`src/hw/rtl/overlap_add_crossfade_unit_defines.svh`:
```
// assertion macros for the overlap-add crossfade unit
// no dependencies; included by the files that carry assertions
`ifndef OVERLAP_ADD_CROSSFADE_UNIT_DEFINES_SVH
`define OVERLAP_ADD_CROSSFADE_UNIT_DEFINES_SVH

// same-cycle implication under synchronous reset
`define OAC_ASSERT_SAME(lbl, clk, rstn, ante, cons, msg) \
  lbl: assert property (@(posedge clk) disable iff (!rstn) (ante) |-> (cons)) else $error(msg);

// next-cycle implication under synchronous reset
`define OAC_ASSERT_NEXT(lbl, clk, rstn, ante, cons, msg) \
  lbl: assert property (@(posedge clk) disable iff (!rstn) (ante) |=> (cons)) else $error(msg);

`endif

```
`src/hw/rtl/oac_pkg.sv`:
```
// shared types, widths and codes for the overlap-add crossfade unit
// no dependencies
package oac_pkg;

  localparam int SMP_W   = 24;
  localparam int POS_W   = 12;
  localparam int KIND_W  = 2;
  localparam int STAT_W  = 2;
  localparam int FADE_W  = 11;
  localparam int WGT_W   = 17;

  localparam int BUF_DEPTH_DEF  = 4096;
  localparam int PULSE_MAX_DEF  = 1024;
  localparam int FADE_TABLE_DEF = 1024;

  localparam logic [FADE_W-1:0] FADE_LIMIT_RST = FADE_W'(512);

  localparam logic [KIND_W-1:0] KIND_PULSE  = 2'd0;
  localparam logic [KIND_W-1:0] KIND_READ   = 2'd1;
  localparam logic [KIND_W-1:0] KIND_CLEAR  = 2'd2;
  localparam logic [KIND_W-1:0] KIND_UNUSED = 2'd3;

  localparam logic [STAT_W-1:0] ST_COPY  = 2'd0;
  localparam logic [STAT_W-1:0] ST_FADE  = 2'd1;
  localparam logic [STAT_W-1:0] ST_ADD   = 2'd2;
  localparam logic [STAT_W-1:0] ST_NONE  = 2'd3;

  typedef struct packed {
    logic busy;
    logic done;
  } oac_div_stat_t;

endpackage

```
`src/hw/rtl/oac_index_div.sv`:
```
// restoring divider for the fade weight index, one quotient bit per cycle
// depends on oac_pkg
module oac_index_div import oac_pkg::*; #(
  parameter int NW = 22,
  parameter int QW = 10
) (
  input  logic          clk,
  input  logic          rst_n,
  input  logic          start,
  input  logic [NW-1:0] num,
  input  logic [NW-1:0] den,
  output logic [QW-1:0] quot,
  output oac_div_stat_t stat
);
  localparam int SW = $clog2(QW);

  logic [NW-1:0] rem_r, rem_nxt;
  logic [NW-1:0] dsh_r, dsh_nxt;
  logic [QW-1:0] q_r, q_nxt;
  logic [SW-1:0] cnt_r, cnt_nxt;
  logic          busy_r, busy_nxt;
  logic          done_r, done_nxt;
  logic          fit;

  assign fit = rem_r >= dsh_r;

  always_comb begin
    rem_nxt  = rem_r;
    dsh_nxt  = dsh_r;
    q_nxt    = q_r;
    cnt_nxt  = cnt_r;
    busy_nxt = busy_r;
    done_nxt = 1'b0;
    if (start) begin
      rem_nxt  = num;
      dsh_nxt  = den << (QW - 1);
      q_nxt    = '0;
      cnt_nxt  = SW'(QW - 1);
      busy_nxt = 1'b1;
    end else if (busy_r) begin
      rem_nxt = fit ? rem_r - dsh_r : rem_r;
      q_nxt   = {q_r[QW-2:0], fit};
      dsh_nxt = dsh_r >> 1;
      cnt_nxt = cnt_r - SW'(1);
      if (cnt_r == '0) begin
        busy_nxt = 1'b0;
        done_nxt = 1'b1;
      end
    end
  end

  always_ff @(posedge clk) begin
    rem_r <= rem_nxt;
    dsh_r <= dsh_nxt;
    q_r   <= q_nxt;
    cnt_r <= cnt_nxt;
    if (!rst_n) begin
      busy_r <= 1'b0;
      done_r <= 1'b0;
    end else begin
      busy_r <= busy_nxt;
      done_r <= done_nxt;
    end
  end

  assign quot      = q_r;
  assign stat.busy = busy_r;
  assign stat.done = done_r;
endmodule

```
`config.mk`:
```
export PLATFORM = sky130hd
export DESIGN_NAME = oac_index_div
export DESIGN_NICKNAME = d
export VERILOG_FILES = /design/src/hw/rtl/overlap_add_crossfade_unit_defines.svh /design/src/hw/rtl/oac_pkg.sv /design/src/hw/rtl/oac_index_div.sv
export SDC_FILE = /design/constraint.sdc
export NUM_CORES = 1
export LEC_CHECK = 0
export ABC_AREA = 1
export BUFFER_PORTS_ARGS = -buffer_cell sky130_fd_sc_hd__buf_2
export CORE_ASPECT_RATIO = 1.5
export CORE_MARGIN = 4
export CORE_UTILIZATION = 30
export CTS_CLUSTER_DIAMETER = 120
export DETAILED_ROUTE_END_ITERATION = 7
export GPL_TIMING_DRIVEN = 0
export PLACE_DENSITY = 0.56
export SYNTH_ARGS = -nofsm -noshare
export SYNTH_HDL_FRONTEND = slang
export SYNTH_SLANG_ARGS = --single-unit
```
`constraint.sdc`:
```
create_clock -name clk -period 5.31 [get_ports clk]
set_input_delay 0.2655 -clock clk [delete_from_list [all_inputs] [get_ports clk]]
set_output_delay 0.2655 -clock clk [all_outputs]
set_load 0.02 [all_outputs]
```
==> results of run 1 <==
-- registers in the layout (all words and copies together), names as in the netlist --
register and cells:
busy_r 1, cnt_r 4, quot 10, rem_r 22
dsh_r 22, done_r 1
-- final timing paths --
check / from / slack, ns / cells past startpoint / endpoint
worst min-delay path: rst_n / 0.18 / 3 / done_r
worst min register to register: quot[9] / 0.46 / 2 / quot[9]
worst max-delay path: rem_r[0] / 2.16 / 14 / rem_r[13]
worst max register to register: rem_r[0] / 2.16 / 14 / rem_r[13]
-- cell families (layout without fill, tap and decap cells) --
logic type | after synthesis | in the layout | share of synthesized area, %
buf+inv | 111 | 176 | 10.82
compound gates | 61 | 61 | 8.734
simple gates | 296 | 296 | 32.97
fa+ha+maj | 24 | 24 | 7.785
xor+xnor | 2 | 2 | 0.4431
flops | 60 | 60 | 39.24
-- critical path, delay by kind of cell (launching register included) --
kind          cells  cell delay [ns]
fa+ha+maj         2             0.62
simple gates     10             1.64
buf+inv           2             0.18
flops             1             0.32
-- cell usage after synthesis (3+ instances only) --
master    number
nand3_2        3
o21ai_0       25
ha_1          23
a21oi_1       13
o22ai_1       16
a21oi_2        4
edfxtp_1      35
inv_2         12
nand3b_1       8
dfxtp_1       25
nor2_1        29
nand3_1       29
nand2_1      194
inv_1         85
buf_2          3
nand4_1        3
nand2_2       11
clkbuf_1       5
nor2_2         9
-- layer usage --
metal | share of wire, % | wire, microns
met4 | 3.2 | 338
met1 | 38 | 4069
met3 | 3.4 | 357
met5 | 0 | 0
met2 | 55 | 5856
-- cell type report --
| cell class | count | area [sq um] | share of cell area (%) |
|---|---|---|---|
| clock buffers | 10 | 250.2 | 5.323 |
| plain buffers | 12 | 56.30 | 1.198 |
| repair buffers | 49 | 245.2 | 5.217 |
| multi-input cells | 383 | 1974 | 42.00 |
| inverters | 99 | 371.6 | 7.905 |
| flip-flops and latches | 60 | 1551 | 33.01 |
| well taps | 159 | 198.9 | 4.232 |
| clock inverters | 6 | 52.55 | 1.118 |
-- where the power goes --
group          internal, mW  switching (mW)
Sequential            0.558          0.0165
Clock                 0.351           0.231
Combinational         0.209           0.402
Total                  1.12           0.650
-- per-stage QoR --
| step | worst slack (ns) | area, sq um |
|---|---|---|
| 6_report | 2.158 | 4701 |
| 4_1_cts | 2.070 | 4701 |
| 3_3_place_gp | 2.138 | 4398 |
| 3_5_place_dp | 2.088 | 4398 |
| 2_1_floorplan | 2.842 | 3954 |
| 5_1_grt | 1.854 | 4701 |
==> results.yml, run 1 <==
critical_path:
  crit_type: "flop to flop"
  cpPeakStageDelay_ns: 0.77
  worstPathRequired_ns: 5.26
  path_cells: "inv_1, ha_1, fa_1, inv_1, nand3_1, nand3_2, nand2_1, nand2_1, nand2_1, nand2_1, nand2_1, nand2_1, nand2_1, nand2_1"
  crit_top_cell: "nand2_1"
  crit_path_end_kind: "flop"
  cp_max_fo: 22
  worst_ep_arrival_time_ns: 3.10
  slowest_stage: "nand2_1"
  start_kind: "flop"
final_layout:
  layout_common_cells: "194 x nand2_1, 85 x inv_1, 52 x buf_2"
  finalNonFillerCells: 778
  final_core_util_pct: 36.29
  fillers: 1428
  drive_above_1_share_pct: 18.58
  diodes: 0
  final_nets: 685
  area_delta_synth_final_pct: 18.89
  final_common_cell: "nand2_1"
timing:
  drv_slew: 0
  fmax_mhz: 317.3
  setup_tns_ns: 0
  hold_ws_ns: 0.1814
  min_period_over_period_pct: 59.36
  skew_ns: 0.008738
  max-slew-margin-rel_pct: 30.08
  tightest_slew_ns: 1.046
  hold_viol: 0
  setup_viol: 0
  rsz0062_at_grt: "no"
  post-route-min-period_ns: 3.152
clock_tree:
  hold_buffers: 0
  cts_setup_buffers: 0
  insertion_delay_ns: 0.34
  cts_buffers: 9
  cts_tree: "done"
  cts_sinks: 60
  htreeDepth: 3
  clockBufferDepth: 2
  post_cts_resized: 0
  root_buffer: "clkbuf_16"
  path_clk_slew_ns: 0.06
floorplanning:
  die_y_microns: 148.6
  core_sq_mm: 0.01295
  dieArea_sq_mm: 0.01512
  start_util_pct: 30.52
  rows: 51
  die_x_microns: 101.7
  io_pins: 59
power_and_ir_drop:
  power_mw: 1.768
  peakVddDrop_mv: 0.1378
  p_leak_nw: 2.290
  power.density_mw_per_mm2: 376.1
grt:
  grt.busiest_layer: "met2"
  grt_max_degree: 23
  use_met1_pct: 14.80
  antenna_found_initial: 0
  overflow: 0
  use_met3_pct: 2.206
  groute.usage.overall_pct: 14.77
  grt_pass1_vias: 3831
  use_met2_pct: 28.44
  grt_pass1_wl_microns: 17370
drt:
  first_pass_iters: 4
  wl_microns: 10620
  drc: 0
  dr.first_iter.drc_count: 144
  ant_nets: 0
  wl_per_cell_microns: 13.65
  vias: 3594
  vias_per_cell: 4.620
placed_design:
  placed_cells: 762
  gp_congestion: 0.9186
  portBuffers: 49
  dpl.hpwl_microns: 8479
synthesis:
  synth_seq_area_share_pct: 39.24
  syn_avg_cell_area_sq_um: 7.137
  synth_nets: 625
  ys_warn_count: 0
  async_flop_share_pct: 0
  synth_ff_type: "edfxtp_1"
  yosysTopAreaCell: "edfxtp_1"
  synth_area_sq_mm: 0.003954
  synth_edf_count: 35
  synthTopCellsByArea: "edfxtp_1 27%, nand2_1 18%, dfxtp_1 13%, inv_1 8.1%, ha_1 7.3%"
  synth.distinct_cells: 35
  ys_ff_latch: 60
  syn_inst: 554
  synth_top_area_share_pct: 26.58
flow_run:
  cap_violations: 0
outcome:
  outcome: "finished, final reports clean"
worst_hold_path:
  min_path_type: "input pin to flop"
Note: power is estimated with default switching activity, not from simulation.
==> run 2, diff against run 1 <==
--- a/config.mk
+++ b/config.mk
@@ -5,7 +5,7 @@
 export SDC_FILE = /design/constraint.sdc
 export NUM_CORES = 1
 export LEC_CHECK = 0
-export ABC_AREA = 1
+export ABC_AREA = 0
 export BUFFER_PORTS_ARGS = -buffer_cell sky130_fd_sc_hd__buf_2
 export CORE_ASPECT_RATIO = 1.5
 export CORE_MARGIN = 4
@@ -13,7 +13,7 @@
 export CTS_CLUSTER_DIAMETER = 120
 export DETAILED_ROUTE_END_ITERATION = 7
 export GPL_TIMING_DRIVEN = 0
-export PLACE_DENSITY = 0.56
+export PLACE_DENSITY = 0.57
 export SYNTH_ARGS = -nofsm -noshare
 export SYNTH_HDL_FRONTEND = slang
 export SYNTH_SLANG_ARGS = --single-unit
==> constraint.sdc (replaced) <==
create_clock -name clk -period 2.9 [get_ports clk]
set_input_delay 0.145 -clock clk [delete_from_list [all_inputs] [get_ports clk]]
set_output_delay 0.145 -clock clk [all_outputs]
set_load 0.02 [all_outputs]
==> results.yml, run 2 <==
placed_design:
  gp_congestion: 0.8730
  dpl.hpwl_microns: 7938
  portBuffers: 48
critical_path:
  cpPeakStageDelay_ns: 0.41
  start_kind: "flop"
  rr_worst_depth: 10
  r2r-end: "rem_r[6]"
  worst_ep_arrival_time_ns: 2.83
  crit_top_cell: "a21oi_4"
  path_cells: "inv_1, ha_1, fa_1, nand2b_1, a21oi_4, o2111ai_4, a21oi_4, a41oi_4, o21ai_4, buf_12"
  worstPathRequired_ns: 2.95
  cp_max_fo: 11
  crit_type: "flop to flop"
  r2r_slack_ns: 0.12
  r2r-start: "rem_r[0]"
  slowest_stage: "fa_1"
  crit_path_end_kind: "flop"
worst_hold_path:
  hold_end: "busy_r"
  hp-start: "rst_n"
  whs_path_depth: 3
  min_path_type: "input pin to flop"
clock_tree:
  cts_buffers: 9
  root_buffer: "clkbuf_16"
  cts_tree: "done"
  path_clk_slew_ns: 0.06
  cts_sinks: 60
  clockBufferDepth: 2
  insertion_delay_ns: 0.34
  htreeDepth: 3
  hold_buffers: 0
timing:
  hold_ws_ns: 0.05186
  fmax_mhz: 360.2
  rsz0062_at_grt: "no"
  setup_viol: 0
  skew_ns: 0.005627
  hold_viol: 0
  setup_tns_ns: 0
  drv_slew: 0
  tightest_slew_ns: 0.8076
  post-route-min-period_ns: 2.776
  max-slew-margin-rel_pct: 46.16
  min_period_over_period_pct: 95.73
final_layout:
  fillers: 1224
  final_nets: 534
  final_common_cell: "buf_2"
  drive_above_1_share_pct: 18.59
  area_delta_synth_final_pct: 22.39
  diodes: 0
  layout_common_cells: "49 x buf_2, 40 x nand2_1, 39 x nor2_1"
  final_core_util_pct: 37.88
grt:
  grt_max_degree: 14
  grt_pass1_wl_microns: 16580
  antenna_found_initial: 0
  grt_pass1_vias: 3188
  overflow: 0
  groute.usage.overall_pct: 15.18
synthesis:
  synth_seq_area_share_pct: 41.50
  async_flop_share_pct: 0
  syn_inst: 400
  synth_common_cells: "40 x nand2_1, 39 x nor2_1, 37 x inv_1"
  yosysTopAreaCell: "edfxtp_1"
  yosysMostFrequentCell: "nand2_1"
  syn_avg_cell_area_sq_um: 9.346
  synth_edf_count: 35
  synth_area_sq_mm: 0.003739
  synth_top_area_share_pct: 28.11
  synthTopCellsByArea: "edfxtp_1 28%, dfxtp_1 13%, ha_1 7.7%, mux2i_1 4.8%, nand2_1 4.0%"
  ys_ff_latch: 60
  synth_nets: 471
  synth_ff_type: "edfxtp_1"
  synth.distinct_cells: 60
  ys_warn_count: 0
drt:
  vias_per_cell: 5.130
  drc: 0
  first_pass_iters: 4
  wl_microns: 10610
  wl_per_cell_microns: 17.08
  dr.first_iter.drc_count: 132
  vias: 3186
  ant_nets: 0
floorplanning:
  rows: 49
  core_sq_mm: 0.01208
  start_util_pct: 30.95
  dieArea_sq_mm: 0.01435
  die_y_microns: 144.7
  die_x_microns: 99.15
  io_pins: 59
outcome:
  outcome: "finished, final reports clean"
flow_run:
  cap_violations: 0
power_and_ir_drop:
  peakVddDrop_mv: 0.3170
  p_leak_nw: 1.890
  power.density_mw_per_mm2: 735.3
  power_mw: 3.364
## run 2: cell types whose count changed in the layout (fill, tap and decap cells not counted), sizes merged, moves of 8 or more
cell    change
nand2     -166
inv        -59
nand3      -29
mux2i      +18
o31ai      +17
o22ai      -13
clkbuf      +9
o21a        +9
nand3b      -8
## run 2: worst max-delay path by stage
stage	from	end	slack [ns]	depth (start not counted)
floorplan	rem_r[0]	rem_r[0]	0.13	9
global placement	rem_r[0]	rem_r[1]	-0.51	9
detailed placement	rem_r[0]	rem_r[2]	-0.57	9
CTS	rem_r[0]	rem_r[2]	0.02	10
global route	rem_r[0]	rem_r[1]	0.01	10
finish	rem_r[0]	rem_r[6]	0.12	10
## run 2: final cells by class
type | instances | area, sq um | area share (%)
Tap cell | 153 | 191.4 | 4.184
Inverter | 37 | 138.9 | 3.035
Timing Repair Buffer | 51 | 287.8 | 6.289
Clock buffer | 10 | 250.2 | 5.469
Sequential cell | 60 | 1551 | 33.91
Multi-Input combinational cell | 285 | 2023 | 44.22
Buffer | 19 | 90.09 | 1.969
Clock inverter | 6 | 42.54 | 0.9297
## run 2: routing by layer
layer | vias to the layer above | wire (microns) | track usage [%] | share of wire (%)
met2 | 73 | 5677 | 28.22 | 54
li1 | 1575 | - | - | -
met3 | 19 | 466 | 3.549 | 4.4
met1 | 1519 | 4206 | 15.92 | 40
met5 | - | 0 | 0 | 0
met4 | 0 | 255 | 7.482 | 2.4
## run 2: kinds of logic after synthesis
family / count (synthesis) / share of synthesized area, %
and+or+nand+nor: 121 / 15.23
AOI/OAI and AO/OA: 110 / 21.45
DFF: 60 / 41.50
buffers and inverters: 56 / 6.124
adders and majority gates: 24 / 8.233
muxes: 19 / 5.120
xor gates and xnor gates: 10 / 2.343
## run 2: repair_timing
action	in CTS	in global routing
setup endpoints to repair	22	22
gates cloned	1	0
pin swaps	2	1
gates resized for setup	4	2
setup buffers	2	1
## run 2: critical path: cells and delay by family, from the launching register on
kind / cells / cell delay [ns]
fa+ha+maj: 2 / 0.63
compound gates: 5 / 1.11
buf+inv: 2 / 0.20
simple gates: 1 / 0.23
flops: 1 / 0.32
## run 2: power by group
group	internal [mW]	switching (mW)
Sequential	1.04	0.0404
Clock	0.634	0.427
Combinational	0.495	0.728
Total	2.17	1.20
## run 2: through the flow
| stage | instances | instance area, sq um | worst slack [ns] |
|---|---|---|---|
| after global routing | 621 | 4576 | 0.01209 |
| final | 621 | 4576 | 0.1239 |
| after CTS | 620 | 4549 | 0.02016 |
| after floorplan | 400 | 3750 | 0.1280 |
| after detailed placement | 601 | 4182 | -0.5660 |
| after global placement | 601 | 4182 | -0.5149 |
==> run 3, diff against run 2 <==
--- a/config.mk
+++ b/config.mk
@@ -9,11 +9,11 @@
 export BUFFER_PORTS_ARGS = -buffer_cell sky130_fd_sc_hd__buf_2
 export CORE_ASPECT_RATIO = 1.5
 export CORE_MARGIN = 4
-export CORE_UTILIZATION = 30
+export CORE_UTILIZATION = 45
 export CTS_CLUSTER_DIAMETER = 120
 export DETAILED_ROUTE_END_ITERATION = 7
 export GPL_TIMING_DRIVEN = 0
-export PLACE_DENSITY = 0.57
+export PLACE_DENSITY = 0.75
 export SYNTH_ARGS = -nofsm -noshare
 export SYNTH_HDL_FRONTEND = slang
 export SYNTH_SLANG_ARGS = --single-unit
==> results.yml, run 3 (same netlist as run 2, synthesis figures left out) <==
power_and_ir_drop:
  p_seq_share_pct: 32.3
  p_leak_nw: 1.883
  peakVddDrop_mv: 0.4978
  power_mw: 3.357
  power.density_mw_per_mm2: 743.8
  p_int_mw: 2.231
  clkPwrFrac_pct: 31.9
  netSwitchingPower_mw: 1.126
  p_comb_share_pct: 35.9
  switching_share_pct: 33.55
clock_tree:
  path_clk_slew_ns: 0.05
  clockBufferDepth: 2
  cts_tree: "done"
  hold_buffers: 0
  root_buffer: "clkbuf_16"
  cts_sinks: 60
  cts_buffers: 9
  htreeDepth: 3
  insertion_delay_ns: 0.33
placed_design:
  portBuffers: 48
  dp_slack_ns: -0.4489
  gp_congestion: 0.8975
  dpl.hpwl_microns: 6920
timing:
  fmax_mhz: 363.4
  tightest_slew_ns: 0.8591
  min_period_over_period_pct: 94.88
  max-slew-margin-rel_pct: 42.72
  hold_ws_ns: 0.05355
  drv_slew: 0
  rsz0062_at_grt: "no"
  setup_slack_ns: 0.1484
  setup_viol: 0
  hold_viol: 0
  skew_ns: 0.007572
  post-route-min-period_ns: 2.752
final_layout:
  ff_latch_area_sq_mm: 0.001551
  drive_above_1_share_pct: 17.95
  layout_common_cells: "49 x buf_2, 40 x nand2_1, 39 x nor2_1"
  multi_input_area_sq_mm: 0.002023
  final_core_util_pct: 56.01
  area_delta_synth_final_pct: 20.72
  final_nets: 534
  diodes: 0
  final_common_cell: "buf_2"
  fillers: 718
grt:
  grt_max_degree: 14
  antenna_found_initial: 0
  grt_pass1_vias: 3295
  overflow: 0
  groute.usage.overall_pct: 20.61
  grt_pass1_wl_microns: 15480
drt:
  first_pass_iters: 4
  dr.first_iter.drc_count: 339
  vias: 3230
  wl_microns: 9511
  drc: 0
  ant_nets: 0
  wl_per_cell_microns: 16.60
  vias_per_cell: 5.637
critical_path:
  r2r_slack_ns: 0.15
  crit_path_end_kind: "flop"
  start_kind: "flop"
  worstPathRequired_ns: 2.94
  cp_max_fo: 11
  worst_ep_arrival_time_ns: 2.79
  crit_type: "flop to flop"
floorplanning:
  die_y_microns: 119.6
  core_sq_mm: 0.008058
  start_util_pct: 46.40
  dieArea_sq_mm: 0.009860
  rows: 40
  io_pins: 59
  die_x_microns: 82.42
flow_run:
  cap_violations: 0
worst_hold_path:
  min_path_type: "input pin to flop"
outcome:
  outcome: "finished, final reports clean"
## run 3: final cells by class
| type | instances | share of cell area (%) |
|---|---|---|
| buffer | 19 | 1.996 |
| clock buffer | 16 | 6.709 |
| inverter | 37 | 3.077 |
| multi-input combinational | 285 | 44.83 |
| sequential | 60 | 34.38 |
| tap | 105 | 2.911 |
| timing repair buffer | 51 | 6.099 |
## run 3: stage by stage
step / instance area (sq um) / cells / setup TNS, ns
after floorplan: 3750 / 400 / 0
after global placement: 4121 / 553 / -9.482
after detailed placement: 4121 / 553 / -9.860
after CTS: 4487 / 573 / 0
after global routing: 4513 / 573 / 0
final: 4513 / 573 / 0
## run 3: path summary, 6_finish.rpt
check	from	to	depth (start not counted)
worst max-delay path	rem_r[0]	rem_r[8]	10
worst min-delay path	rst_n	busy_r	3
worst max register to register	rem_r[0]	rem_r[8]	10
worst min register to register	cnt_r[3]	cnt_r[3]	2
## run 3: power groups by stage
stage / logic [mW] / registers, mW / clock network (mW)
6_report: 1.20 / 1.08 / 1.07
5_1_grt: 1.32 / 1.09 / 1.12
4_1_cts: 1.17 / 1.08 / 1.08
3_5_place_dp: 1.12 / 1.10 / 0
3_3_place_gp: 1.09 / 1.10 / 0
2_1_floorplan: 0.870 / 1.09 / 0
## run 3: critical path, stage by stage (launching register included)
cell and delay [ns]:
edfxtp_1 0.32, inv_1 0.04, ha_1 0.22, fa_1 0.41, nand2b_1 0.21, a21oi_4 0.21, o2111ai_4 0.22, a21oi_4 0.26
a41oi_4 0.19, o21ai_4 0.20, buf_12 0.16
## run 3: what timing repair did
item | 4_1_cts | 5_1_grt
gates cloned | 1 | 0
hold endpoints to repair | 0 | 0
resized for setup | 3 | 3
pin swaps | 2 | 0
endpoints found under the setup margin | 22 | 22
setup buffers | 3 | 0
## run 3: layer usage
layer	track usage [%]	wire [microns]	vias up
li1	-	-	1576
met1	25.27	3903	1519
met2	32.83	4686	107
met3	4.505	530	28
met4	11.12	391	0
met5	0	0	-
